===== src/rtl/mctt_pkg.sv =====
`timescale 1ns / 1ps

package mctt_pkg;

	localparam int unsigned HANDLE_W = 31;
	localparam int unsigned PERIOD_W = 24;
	localparam int unsigned RUNS_W = 17;
	localparam int unsigned TIME_W = 32;
	localparam int unsigned RESULT_CAP = 16;
	localparam logic [HANDLE_W-1:0] FIRST_HANDLE = 31'd100;
	localparam logic signed [RUNS_W-1:0] REPEAT_FOREVER = -17'sd1;

	// Command codes.
	typedef enum logic [2:0] {
		FUNC_TICK = 3'd0,
		FUNC_START = 3'd1,
		FUNC_STOP = 3'd2,
		FUNC_COUNT = 3'd3,
		FUNC_ELAPSED = 3'd4,
		FUNC_REMAIN = 3'd5,
		FUNC_RESTART = 3'd6,
		FUNC_BAD = 3'd7
	} func_t;

	// Status codes.
	typedef enum logic [1:0] {
		ST_OK = 2'd0,
		ST_NOT_FOUND = 2'd1,
		ST_FULL = 2'd2,
		ST_UNKNOWN = 2'd3
	} status_t;

	// Command queued between front and back.
	typedef struct packed {
		func_t func;
		logic [HANDLE_W-1:0] timer_handle;
		logic signed [RUNS_W-1:0] run_count;
		logic [PERIOD_W-1:0] interval_ms;
	} cmd_t;

	// Queue status toward the front.
	typedef struct packed {
		logic full;
		logic empty;
	} qstat_t;

	// Back engine states.
	typedef enum logic [2:0] {
		BK_IDLE,
		BK_SCAN,
		BK_EXEC,
		BK_PICK,
		BK_FIRE
	} bk_state_t;

endpackage


===== src/rtl/mctt_queue.sv =====
`timescale 1ns / 1ps

module mctt_queue (
	input logic clk,
	input logic arst_n,
	input logic push,
	input mctt_pkg::cmd_t push_cmd,
	input logic pop,
	output mctt_pkg::cmd_t head,
	output mctt_pkg::qstat_t stat
);

	// Two-entry queue of commands.
	mctt_pkg::cmd_t buf_q [2];
	logic wptr_q;
	logic rptr_q;
	logic [1:0] cnt_q;

	always_ff @(posedge clk) begin
		if (push) begin
			buf_q[wptr_q] <= push_cmd;
		end
	end

	// Pointers and fill level.
	always_ff @(posedge clk or negedge arst_n) begin
		if (!arst_n) begin
			wptr_q <= 1'b0;
			rptr_q <= 1'b0;
			cnt_q <= 2'd0;
		end else begin
			if (push) wptr_q <= ~wptr_q;
			if (pop) rptr_q <= ~rptr_q;
			cnt_q <= cnt_q + {1'b0, push} - {1'b0, pop};
		end
	end

	assign head = buf_q[rptr_q];
	assign stat.full = cnt_q[1];
	assign stat.empty = (cnt_q == 2'd0);

endmodule


===== src/rtl/mctt_front.sv =====
`timescale 1ns / 1ps

module mctt_front (
	input logic start,
	input logic [2:0] func,
	input logic [30:0] timer_handle,
	input logic signed [16:0] run_count,
	input logic [23:0] interval_ms,
	input mctt_pkg::qstat_t stat,
	output logic busy,
	output logic push,
	output mctt_pkg::cmd_t push_cmd
);

	// Accept a beat whenever the queue has room and classify the code.
	assign busy = stat.full;
	assign push = start && !stat.full;

	// Every 3-bit code maps onto a command; code 7 is the unknown command.
	always_comb begin
		push_cmd.timer_handle = timer_handle;
		push_cmd.run_count = run_count;
		push_cmd.interval_ms = interval_ms;
		push_cmd.func = mctt_pkg::func_t'(func);
	end

endmodule


===== src/rtl/mctt_back.sv =====
`timescale 1ns / 1ps

module mctt_back #(
	parameter int unsigned MAX_TIMERS = 16
) (
	input logic clk,
	input logic arst_n,
	input mctt_pkg::cmd_t head,
	input mctt_pkg::qstat_t stat,
	output logic pop,
	output logic strobe,
	output logic [1:0] status,
	output logic [30:0] out_handle,
	output logic [31:0] value,
	output logic fired,
	output logic last
);

	localparam int unsigned IDX_W = (MAX_TIMERS > 1) ? $clog2(MAX_TIMERS) : 1;
	localparam int unsigned CNT_W = $clog2(MAX_TIMERS + 1);
	localparam int unsigned FC_W = $clog2(mctt_pkg::RESULT_CAP + 1);

	// Slot table, one flop row per slot.
	logic [MAX_TIMERS-1:0] valid_q;
	logic [MAX_TIMERS-1:0] due_q;
	logic [30:0] hnd_q [MAX_TIMERS];
	logic [23:0] per_q [MAX_TIMERS];
	logic signed [16:0] runs_q [MAX_TIMERS];
	logic [31:0] st_q [MAX_TIMERS];
	logic [31:0] end_q [MAX_TIMERS];

	logic [31:0] now_q;
	logic [30:0] next_h_q;
	logic [CNT_W-1:0] active_q;

	mctt_pkg::bk_state_t state_q, state_d;
	mctt_pkg::cmd_t cmd_q;
	logic [IDX_W-1:0] idx_q;
	logic [CNT_W-1:0] step_q;
	logic hit_q;
	logic [IDX_W-1:0] hit_idx_q;
	logic free_q;
	logic [IDX_W-1:0] free_idx_q;
	logic best_q;
	logic [IDX_W-1:0] best_idx_q;
	logic [FC_W-1:0] nfire_q;

	logic scan_last;
	logic [30:0] hcur;
	logic due_cur;
	logic [31:0] el_cur;
	logic [FC_W-1:0] nfire_nx;
	logic out_v;

	assign scan_last = (step_q == CNT_W'(MAX_TIMERS - 1));
	assign hcur = hnd_q[idx_q];
	assign el_cur = now_q - st_q[idx_q];
	assign nfire_nx = nfire_q + FC_W'(1);

	// Due test on the slot under the scan pointer, against the advanced time.
	always_comb begin
		if (runs_q[idx_q] > 17'sd0) begin
			due_cur = (now_q >= end_q[idx_q]);
		end else if (runs_q[idx_q] == mctt_pkg::REPEAT_FOREVER) begin
			due_cur = (el_cur >= {8'd0, per_q[idx_q]});
		end else begin
			due_cur = 1'b0;
		end
	end

	// Next state.
	always_comb begin
		state_d = state_q;
		case (state_q)
			mctt_pkg::BK_IDLE: if (!stat.empty) state_d = mctt_pkg::BK_SCAN;
			mctt_pkg::BK_SCAN: if (scan_last) begin
				state_d = (cmd_q.func == mctt_pkg::FUNC_TICK) ?
					mctt_pkg::BK_PICK : mctt_pkg::BK_EXEC;
			end
			mctt_pkg::BK_EXEC: state_d = mctt_pkg::BK_IDLE;
			mctt_pkg::BK_PICK: if (scan_last) state_d = mctt_pkg::BK_FIRE;
			mctt_pkg::BK_FIRE: begin
				if (!best_q || nfire_nx == FC_W'(mctt_pkg::RESULT_CAP))
					state_d = mctt_pkg::BK_IDLE;
				else
					state_d = mctt_pkg::BK_PICK;
			end
			default: state_d = mctt_pkg::BK_IDLE;
		endcase
	end

	// Outputs of the state machine.
	always_comb begin
		pop = (state_q == mctt_pkg::BK_IDLE) && !stat.empty;
		out_v = (state_q == mctt_pkg::BK_EXEC) ||
			((state_q == mctt_pkg::BK_FIRE) && (best_q || nfire_q == '0));
	end

	always_ff @(posedge clk or negedge arst_n) begin
		if (!arst_n) begin
			state_q <= mctt_pkg::BK_IDLE;
		end else begin
			state_q <= state_d;
		end
	end

	// Scan, command execution and result register.
	always_ff @(posedge clk or negedge arst_n) begin
		if (!arst_n) begin
			valid_q <= '0;
			now_q <= '0;
			next_h_q <= mctt_pkg::FIRST_HANDLE;
			active_q <= '0;
			strobe <= 1'b0;
		end else begin
			strobe <= out_v;
			case (state_q)
				mctt_pkg::BK_IDLE: if (!stat.empty) begin
					cmd_q <= head;
					idx_q <= '0;
					step_q <= '0;
					hit_q <= 1'b0;
					free_q <= 1'b0;
					nfire_q <= '0;
					if (head.func == mctt_pkg::FUNC_TICK) now_q <= now_q + 32'd1;
				end
				mctt_pkg::BK_SCAN: begin
					if (!valid_q[idx_q] && !free_q) begin
						free_q <= 1'b1;
						free_idx_q <= idx_q;
					end
					if (valid_q[idx_q] && !hit_q && hcur == cmd_q.timer_handle) begin
						hit_q <= 1'b1;
						hit_idx_q <= idx_q;
					end
					due_q[idx_q] <= valid_q[idx_q] && due_cur;
					best_q <= 1'b0;
					idx_q <= scan_last ? '0 : idx_q + IDX_W'(1);
					step_q <= scan_last ? '0 : step_q + CNT_W'(1);
				end
				mctt_pkg::BK_EXEC: begin
					status <= mctt_pkg::ST_OK;
					out_handle <= '0;
					value <= '0;
					fired <= 1'b0;
					last <= 1'b1;
					case (cmd_q.func)
						mctt_pkg::FUNC_START: begin
							if (!free_q) begin
								status <= mctt_pkg::ST_FULL;
							end else begin
								valid_q[free_idx_q] <= 1'b1;
								hnd_q[free_idx_q] <= next_h_q;
								per_q[free_idx_q] <= cmd_q.interval_ms;
								runs_q[free_idx_q] <= cmd_q.run_count;
								st_q[free_idx_q] <= now_q;
								end_q[free_idx_q] <= now_q + {8'd0, cmd_q.interval_ms};
								next_h_q <= next_h_q + 31'd1;
								active_q <= active_q + CNT_W'(1);
								out_handle <= next_h_q;
							end
						end
						mctt_pkg::FUNC_COUNT: value <= 32'(active_q);
						mctt_pkg::FUNC_BAD: status <= mctt_pkg::ST_UNKNOWN;
						default: begin
							if (!hit_q) begin
								status <= mctt_pkg::ST_NOT_FOUND;
							end else if (cmd_q.func == mctt_pkg::FUNC_STOP) begin
								valid_q[hit_idx_q] <= 1'b0;
								active_q <= active_q - CNT_W'(1);
							end else if (cmd_q.func == mctt_pkg::FUNC_ELAPSED) begin
								value <= now_q - st_q[hit_idx_q];
							end else if (cmd_q.func == mctt_pkg::FUNC_REMAIN) begin
								value <= end_q[hit_idx_q] - now_q;
							end else if (now_q != '0) begin
								st_q[hit_idx_q] <= now_q;
								end_q[hit_idx_q] <= now_q + {8'd0, per_q[hit_idx_q]};
							end
						end
					endcase
				end
				mctt_pkg::BK_PICK: begin
					// Lowest handle among due slots; ties keep the lower slot.
					if (due_q[idx_q] && (!best_q || hcur < hnd_q[best_idx_q])) begin
						best_q <= 1'b1;
						best_idx_q <= idx_q;
					end
					idx_q <= scan_last ? '0 : idx_q + IDX_W'(1);
					step_q <= scan_last ? '0 : step_q + CNT_W'(1);
				end
				mctt_pkg::BK_FIRE: begin
					status <= mctt_pkg::ST_OK;
					value <= '0;
					if (best_q) begin
						out_handle <= hnd_q[best_idx_q];
						fired <= 1'b1;
						last <= (nfire_nx == FC_W'(mctt_pkg::RESULT_CAP)) ||
							($countones(due_q) == 1);
						due_q[best_idx_q] <= 1'b0;
						nfire_q <= nfire_nx;
						st_q[best_idx_q] <= now_q;
						end_q[best_idx_q] <= now_q + {8'd0, per_q[best_idx_q]};
						if (runs_q[best_idx_q] > 17'sd0) begin
							runs_q[best_idx_q] <= runs_q[best_idx_q] - 17'sd1;
							if (runs_q[best_idx_q] == 17'sd1) begin
								valid_q[best_idx_q] <= 1'b0;
								active_q <= active_q - CNT_W'(1);
							end
						end
					end else begin
						out_handle <= '0;
						fired <= 1'b0;
						last <= 1'b1;
					end
					best_q <= 1'b0;
				end
				default: ;
			endcase
		end
	end

endmodule


===== src/rtl/multi_channel_timer_table_top.sv =====
`timescale 1ns / 1ps
// Channel   Direction  Handshake          Fields
// command   in         start / busy       func, timer_handle, run_count, interval_ms
// result    out        strobe, no stall   status, out_handle, value, fired, last
//
// A beat enters a two-deep queue and the back engine scans all MAX_TIMERS slots once
// before a non-tick result is given. A tick adds a handle-order pick pass before its
// first result and one before each further fired timer, and one more pass follows
// unless 16 fired.
// arst_n clears the table valid bits, time and control and resets the handle counter to 100.
// busy is high while the queue is full; results cannot be stalled.

module multi_channel_timer_table_top #(
	parameter int unsigned MAX_TIMERS = 16
) (
	input logic clk,
	input logic arst_n,
	input logic start,
	output logic busy,
	input logic [2:0] func,
	input logic [30:0] timer_handle,
	input logic signed [16:0] run_count,
	input logic [23:0] interval_ms,
	output logic strobe,
	output logic [1:0] status,
	output logic [30:0] out_handle,
	output logic [31:0] value,
	output logic fired,
	output logic last
);

	mctt_pkg::qstat_t stat;
	mctt_pkg::cmd_t push_cmd;
	mctt_pkg::cmd_t head;
	logic push;
	logic pop;

	// Front end: accept and classify.
	mctt_front u_front (
		.start(start), .func(func), .timer_handle(timer_handle),
		.run_count(run_count), .interval_ms(interval_ms), .stat(stat),
		.busy(busy), .push(push), .push_cmd(push_cmd)
	);

	// Decoupling queue.
	mctt_queue u_queue (
		.clk(clk), .arst_n(arst_n), .push(push), .push_cmd(push_cmd),
		.pop(pop), .head(head), .stat(stat)
	);

	// Back end: slot table engine.
	mctt_back #(.MAX_TIMERS(MAX_TIMERS)) u_back (
		.clk(clk), .arst_n(arst_n), .head(head), .stat(stat), .pop(pop),
		.strobe(strobe), .status(status), .out_handle(out_handle),
		.value(value), .fired(fired), .last(last)
	);

endmodule


===== config.mk =====
export PLATFORM = sky130hd
export DESIGN_NAME = multi_channel_timer_table_top
export DESIGN_NICKNAME = d
export VERILOG_FILES = /design/src/rtl/mctt_pkg.sv /design/src/rtl/mctt_queue.sv /design/src/rtl/mctt_front.sv /design/src/rtl/mctt_back.sv /design/src/rtl/multi_channel_timer_table_top.sv
export SDC_FILE = /design/constraint.sdc
export NUM_CORES = 2
export LEC_CHECK = 0
export BUFFER_PORTS_ARGS = -buffer_cell sky130_fd_sc_hd__clkbuf_2
export CAP_MARGIN = 10
export CORE_ASPECT_RATIO = 0.8
export CORE_UTILIZATION = 44
export CTS_CLUSTER_SIZE = 14
export DETAILED_ROUTE_END_ITERATION = 8
export SLEW_MARGIN = 10
export SYNTH_ARGS = -nofsm -noshare
export SYNTH_HDL_FRONTEND = slang
export SYNTH_SLANG_ARGS = --single-unit

===== constraint.sdc =====
create_clock -name clk -period 8.3 [get_ports clk]
set_input_delay 0.83 -clock clk [delete_from_list [all_inputs] [get_ports clk]]
set_output_delay 0.83 -clock clk [all_outputs]
set_load 0.02 [all_outputs]

# ---- Word level (Yosys, flattened, before mapping)
# Memories as Yosys holds them, arrays and structs flattened. A register that Yosys moved wholly into a read port is not among the register bits.
# Cells that the tools add are included.
# W data, S select, Z words.
dict set report totals {
  regBits 279
  word_cells 298
  out_inout_bits 69
  inputBits 78
  n_memories 6
  mem_bits_rw 2326
}
dict set report op_classes {
  bitwise 9
  n_lt_le_gt_ge 13
  n_reduce_logical 64
  n_eq_ne 29
  mux 118
  add_sub_neg 31
}
# name depth word_bits read_ports rd_clocked_by_memory_dff write_ports line_no
set mem_list {}
lappend mem_list {u_back.end_q 16 32 2 2 1 mctt_back.sv:30} ;# logic [31:0] end_q [MAX_TIMERS];
lappend mem_list {u_back.st_q 16 32 2 2 1 mctt_back.sv:29} ;# logic [31:0] st_q [MAX_TIMERS];
lappend mem_list {u_back.hnd_q 16 31 2 2 1 mctt_back.sv:26} ;# logic [30:0] hnd_q [MAX_TIMERS];
lappend mem_list {u_back.per_q 16 24 3 3 1 mctt_back.sv:27} ;# logic [23:0] per_q [MAX_TIMERS];
lappend mem_list {u_back.runs_q 16 17 2 2 1 mctt_back.sv:28} ;# logic signed [16:0] runs_q [MAX_TIMERS];
lappend mem_list {u_queue.buf_q 2 75 1 0 1 mctt_queue.sv:14} ;# mctt_pkg::cmd_t buf_q [2];
# op count
set op_table {}
lappend op_table {{$mux W32} 8}
lappend op_table {{$add A32 B32 Y32} 7}
lappend op_table {{$pmux W32 S2} 2}
lappend op_table {{$reduce_or A32 Y1} 4}
lappend op_table {{$mux W16} 7}
lappend op_table {{$add A32 B24 Y32} 3}
lappend op_table {{$pmux W16 S2} 3}
lappend op_table {{$sub A32 B32 Y32} 3}
lappend op_table {{$mux W31} 3}
lappend op_table {{$mux W4} 18}
lappend op_table {{$pmux W31 S2} 1}
lappend op_table {{$and A16 B16 Y16} 3}
lappend op_table {{$mux W5} 9}
lappend op_table {{$mux W1} 41}
lappend op_table {{$pmux W5 S2} 4}
lappend op_table {{$gt A17 B1 Y1 const B} 2}
lappend op_table {{$add A32 B1 Y32 const B} 1}
lappend op_table {{$eq A32 B2 Y1 const B} 1}
lappend op_table {{$ge A32 B24 Y1} 1}
lappend op_table {{$ge A32 B32 Y1} 1}
lappend op_table {{$not A16 Y16} 2}
lappend op_table {{$reduce_bool A32 Y1} 1}
lappend op_table {{$add A31 B1 Y31 const B} 1}
lappend op_table {{$eq A31 B31 Y1} 1}
lappend op_table {{48 further kinds} 137}

# ---- Depth between registers and ports, before layout
dict set report depth {
  word_depth 13
  ltp_mapped 33
}

# ---- Hierarchy
# From an unflattened synthesis, not the netlist that was laid out.
dict set report hier_totals {
  hier_cells 6871
  area_unflattened_um2 129175.1
}
# module area_each_um2 instances cells_each
set by_module_without_submodules {}
lappend by_module_without_submodules {mctt_back 122826.6 1 6546}
lappend by_module_without_submodules {mctt_queue 5764.3 1 248}
lappend by_module_without_submodules {mctt_front 584.3 1 77}

# ---- Least setup slack after synthesis
# OpenSTA, ideal clock, no wires.
dict set report synth_path {
  path_type {reg-to-reg}
  start {register with a tool-made name}
  end {register u_back.due_q[11] (data pin)}
  required_time_ns 8.041
  stages_incl_launch_ff 32
  setup_time_ns 0.259
  path_buffers 9
  period_less_slack_ns 7.551
  path_slack_ns 0.749
  arrival_ns 7.292
  path_cell_list {dfxtp_1 -> buf_6 -> buf_6 -> buf_6 -> buf_4 -> buf_2 -> buf_2 -> clkbuf_1 -> buf_1 -> mux4_2 -> mux4_2 -> inv_1 -> ha_1 -> a21o_1 -> or3_1 -> o211ai_1 -> nand2_1 -> a21oi_1 -> nor2b_1 -> o21ai_0 -> nor2b_1 -> xnor2_1 -> ha_1 -> a21o_1 -> a211o_1 -> a41oi_1 -> o21ai_0 -> a2111oi_2 -> o2111ai_1 -> o41ai_4 -> buf_4 -> o31ai_1}
}
# element line_no
set synth_rtl {}
lappend synth_rtl {{to (signal, indexed assignment)} mctt_back.sv:136} ;# due_q[idx_q] <= valid_q[idx_q] && due_cur;
lappend synth_rtl {{to (decl)} mctt_back.sv:25} ;# logic [MAX_TIMERS-1:0] due_q;

# ---- Worst setup path in the final report
dict set report layout_path {
  start {register u_back.state_q[0]}
  end {memory u_back.end_q[10][31] (data pin)}
}
dict set report layout_between {
  elab_chain_cells 7
  elab_cells_between_ends 12
  classes_between {2 x eq/ne; 6 x mux; 4 x reduce/logical}
}
# element line_no
set layout_lines {}
lappend layout_lines {{from (decl)} mctt_back.sv:36} ;# mctt_pkg::bk_state_t state_q, state_d;
lappend layout_lines {{from (signal assigned)} mctt_back.sv:101} ;# state_q <= mctt_pkg::BK_IDLE;
lappend layout_lines {{from (signal assigned)} mctt_back.sv:103} ;# state_q <= state_d;
lappend layout_lines {{$eq A3 B2 Y1} mctt_back.sv:117} ;# case (state_q)
lappend layout_lines {{$mux W1} mctt_back.sv:117}
lappend layout_lines {{$logic_and A1 B1 Y1 (not written as such)} mctt_back.sv:177} ;# end_q[hit_idx_q] <= now_q + {8'd0, per_q[hit_idx_q]};
lappend layout_lines {{$mux W1 (not written as such)} mctt_back.sv:177}
lappend layout_lines {{$reduce_or A32 Y1 (no line)} -}
lappend layout_lines {{$mux W32 (no line)} -}
lappend layout_lines {{$mux W32 (no line) (*)} -}
lappend layout_lines {{to (decl)} mctt_back.sv:30}
# Mark *: on every way between the ends. The rest lies on a longest branch, timed or not.

==> impl_metrics.yaml <==
placed_design:
  routabilityCongestion: 0.8930
  dp_cells: 10701
  hpwl_microns: 236000
  place_area_sq_um: 135500
  port_buffers: 146
synth:
  ys_seq_elements: 2617
  ys_warn_count: 0
  synth_simple_gate_area_share_pct: 3.216
  synth_top_cells_by_count: "2,513 x edfxtp_1, 1,444 x mux4_2, 249 x clkbuf_1"
  syn_avg_cell_area_sq_um: 18.74
  synth_adder_area_share_pct: 2.521
  synth_most_common_cell: "edfxtp_1"
  synth_top_area_cell: "edfxtp_1"
  synth_mux_area_share_pct: 26.75
  yosysTopAreaCellShare_pct: 58.48
  synth_top_family_by_area: "multiplexers"
  synth_compound_area_share_pct: 3.445
  yosysSeqAreaShare_pct: 60.46
  synth_area_leaders: "edfxtp_1 58%, mux4_2 25%, ha_1 2.3%, dfrtp_1 1.7%, xnor2_1 1.2%"
  synth_area_sq_um: 129000
  async_reset_ff_share_pct: 3.515
  synth_nets: 7215
  synth-edff-count: 2513
  post_synth_xor_area_fraction_pct: 1.507
  synthCells: 6886
  yosys.cell_types.count: 89
  synth-main-ff-cell: "edfxtp_1"
power:
  ir_drop_v: 0.0002817
  total_power_mw: 39.15
  p_per_area_nw_per_um2: 270.5
  leakage_nw: 48.38
worst_setup_path:
  rr_endpoint: "u_back.end_q[10][31]$_DFFE_PP_"
  reg2regPathDepth: 17
  cp_data_required_time_ps: 8810
  r2r_start: "u_back.state_q[0]$_DFFE_PN0P_"
  startpoint_type: "register"
  crit_path_end: "u_back.end_q[10][31]$_DFFE_PP_"
  crit_fanout: 17
  r2r_setup_slack_ps: 350
  path_class: "reg2reg"
  worst_setup_path_end_kind: "register"
  cp.arrival_ps: 8460
  crit_start: "u_back.state_q[0]$_DFFE_PN0P_"
global_routing:
  grt_use_total_pct: 26.42
  grt_overflow: 0
  grt_pass1_wl_microns: 560700
  antenna_found_initial: 23
  grt_pass1_vias: 75172
  grt_max_degree: 130
clocking:
  numCtsBuffers: 284
  clockRootBuffer: "clkbuf_16"
  cts_hold_buf: 0
  cts_setup_buffers: 0
  clk_pin_slew_ps: 60
  clkSinkCount: 2617
  htreeDepth: 5
  cts_tree: "yes"
  clk_latency_ps: 860
  clock_path_buffers: 4
  cts.repair.resized: 0
sta:
  drv_slew: 0
  slew_headroom_pct: 14.62
  min_period_over_period_pct: 95.75
  skew_ps: 64.52
  tightest_slew_ps: 1273
  fmax_mhz: 125.8
  rsz0062_at_grt: "false"
  setup_viol: 0
  period_minus_slack_ps: 7947
  hold_viol_final: 0
  finalSetupTns_ps: 0
finish:
  syn2layout_area_growth_pct: 12.15
  utilization_pct: 49.69
  finalNonFillerCells: 11205
  seq_area_sq_um: 78050
  post_route_cells_drive_above_1_share_pct: 33.16
  stdcell_area_sq_um: 144700
  final_nets: 7470
  multi_input_area_sq_um: 48840
  nFillCells: 23362
floorplanning:
  dieArea_sq_um: 295400
  placementRows: 177
  die_y_microns: 486.4
  start_util_pct: 44.31
  core_sq_um: 291200
  io-pin-count: 147
  die_w_microns: 607.5
drt:
  drtAntennaViolNets: 0
  drc: 0
  vias: 74575
  routed_wl_microns: 391800
  vias_per_cell: 6.656
  drt_iter0_drc: 10398
  wl_per_cell_microns: 34.97
  drt_pass1_iterations: 6
run:
  max_cap_violations: 0
outcome:
  status: "complete, no violations"
min_path:
  hp-class: "in2async"
==> kinds of logic (layout without fill, tap and decap cells) <==
group | Yosys count | in the layout
flops | 2617 | 2617
mux | 1608 | 1608
simple gates | 847 | 847
compound gates | 678 | 678
buf+inv | 663 | 1130
fa+ha+maj | 251 | 251
xor+xnor | 222 | 222
other cells | 0 | 4
==> critical path: stages, from the launching register on <==
cell	delay (ps)
dfrtp_1	530
inv_1	180
nand2_1	130
nor4b_1	760
o211ai_1	250
and2_1	400
buf_12	250
a221o_1	390
ha_1	380
a211oi_1	130
o211a_1	290
o31ai_1	770
a41oi_1	430
o31ai_1	920
o41ai_1	210
o21ba_2	350
nor3_1	400
xor2_1	820
==> sequential cells by signal (all words and copies together) (netlist names), 16 cells and up, named ones only <==
name,cells
u_back.cmd_q,75
u_back.due_q,16
u_back.end_q,512
u_back.hnd_q,496
u_back.next_h_q,31
u_back.now_q,32
u_back.out_handle,31
u_back.per_q,384
u_back.runs_q,272
u_back.st_q,512
u_back.valid_q,16
u_back.value,32
u_queue.buf_q,150
==> layout by cell type, fill, tap and decap left out, types with 51 or more instances in the layout <==
cell / instances
nor2b_1: 53
mux2i_1: 51
nor2_1: 193
a21oi_1: 180
nand2_1: 197
clkbuf_2: 145
xnor2_1: 166
inv_1: 244
a21o_1: 88
o21ai_0: 124
nor3_1: 57
clkbuf_1: 52
dfrtp_1: 88
mux2_2: 94
edfxtp_1: 2513
ha_1: 236
mux4_2: 1444
nand3_1: 96
buf_4: 202
clkbuf_16: 288
==> metal layers <==
layer  wire [microns]  vias up  GRT usage [%]
met5               76        -              0
met4            10080       12          6.750
met3            40660      577          5.652
met2           177600     4259          39.65
met1           163400    40121          39.40
li1                 -    29606              -
==> area by class of cell <==
type                    instances  area share [%]
repair buffers                383           2.035
clock inverters               148           1.080
well taps                    3848           3.327
multi-input cells            3606           33.75
flip-flops and latches       2617           53.94
inverters                     249          0.6528
diodes                          4        0.006917
clock buffers                 350           5.210
==> worst min-delay path by stage <==
stage / startpoint / end / slack, ps / cells past startpoint
after global routing: arst_n / u_back.next_h_q[27]$_DFFE_PN0P_ / 110 / 2
after floorplan: u_back.active_q[4]$_DFFE_PN0P_ / u_back.active_q[4]$_DFFE_PN0P_ / 440 / 1
after global placement: u_back.valid_q[7]$_DFFE_PN0P_ / u_back.valid_q[7]$_DFFE_PN0P_ / 460 / 1
final: arst_n / u_back.next_h_q[18]$_DFFE_PN0P_ / 130 / 2
after detailed placement: u_back.active_q[4]$_DFFE_PN0P_ / u_back.active_q[4]$_DFFE_PN0P_ / 470 / 1
after CTS: run_count[7] / u_queue.buf_q[0][31]$_DFFE_PP_ / 80 / 1
==> per-stage QoR <==
stage,hold slack [ps],worst slack (ps)
final,131.2,353.1
after global routing,107.2,74.22
after global placement,464.1,443.6
after floorplan,444.4,748.9
after detailed placement,467.9,333.9
after CTS,81.50,589.8
==> report_power, final <==
part / internal, mW / switching [mW]
Clock: 7.37 / 5.31
Combinational: 4.73 / 6.27
Sequential: 14.9 / 0.530
Note: power is estimated with default switching activity, not from simulation.
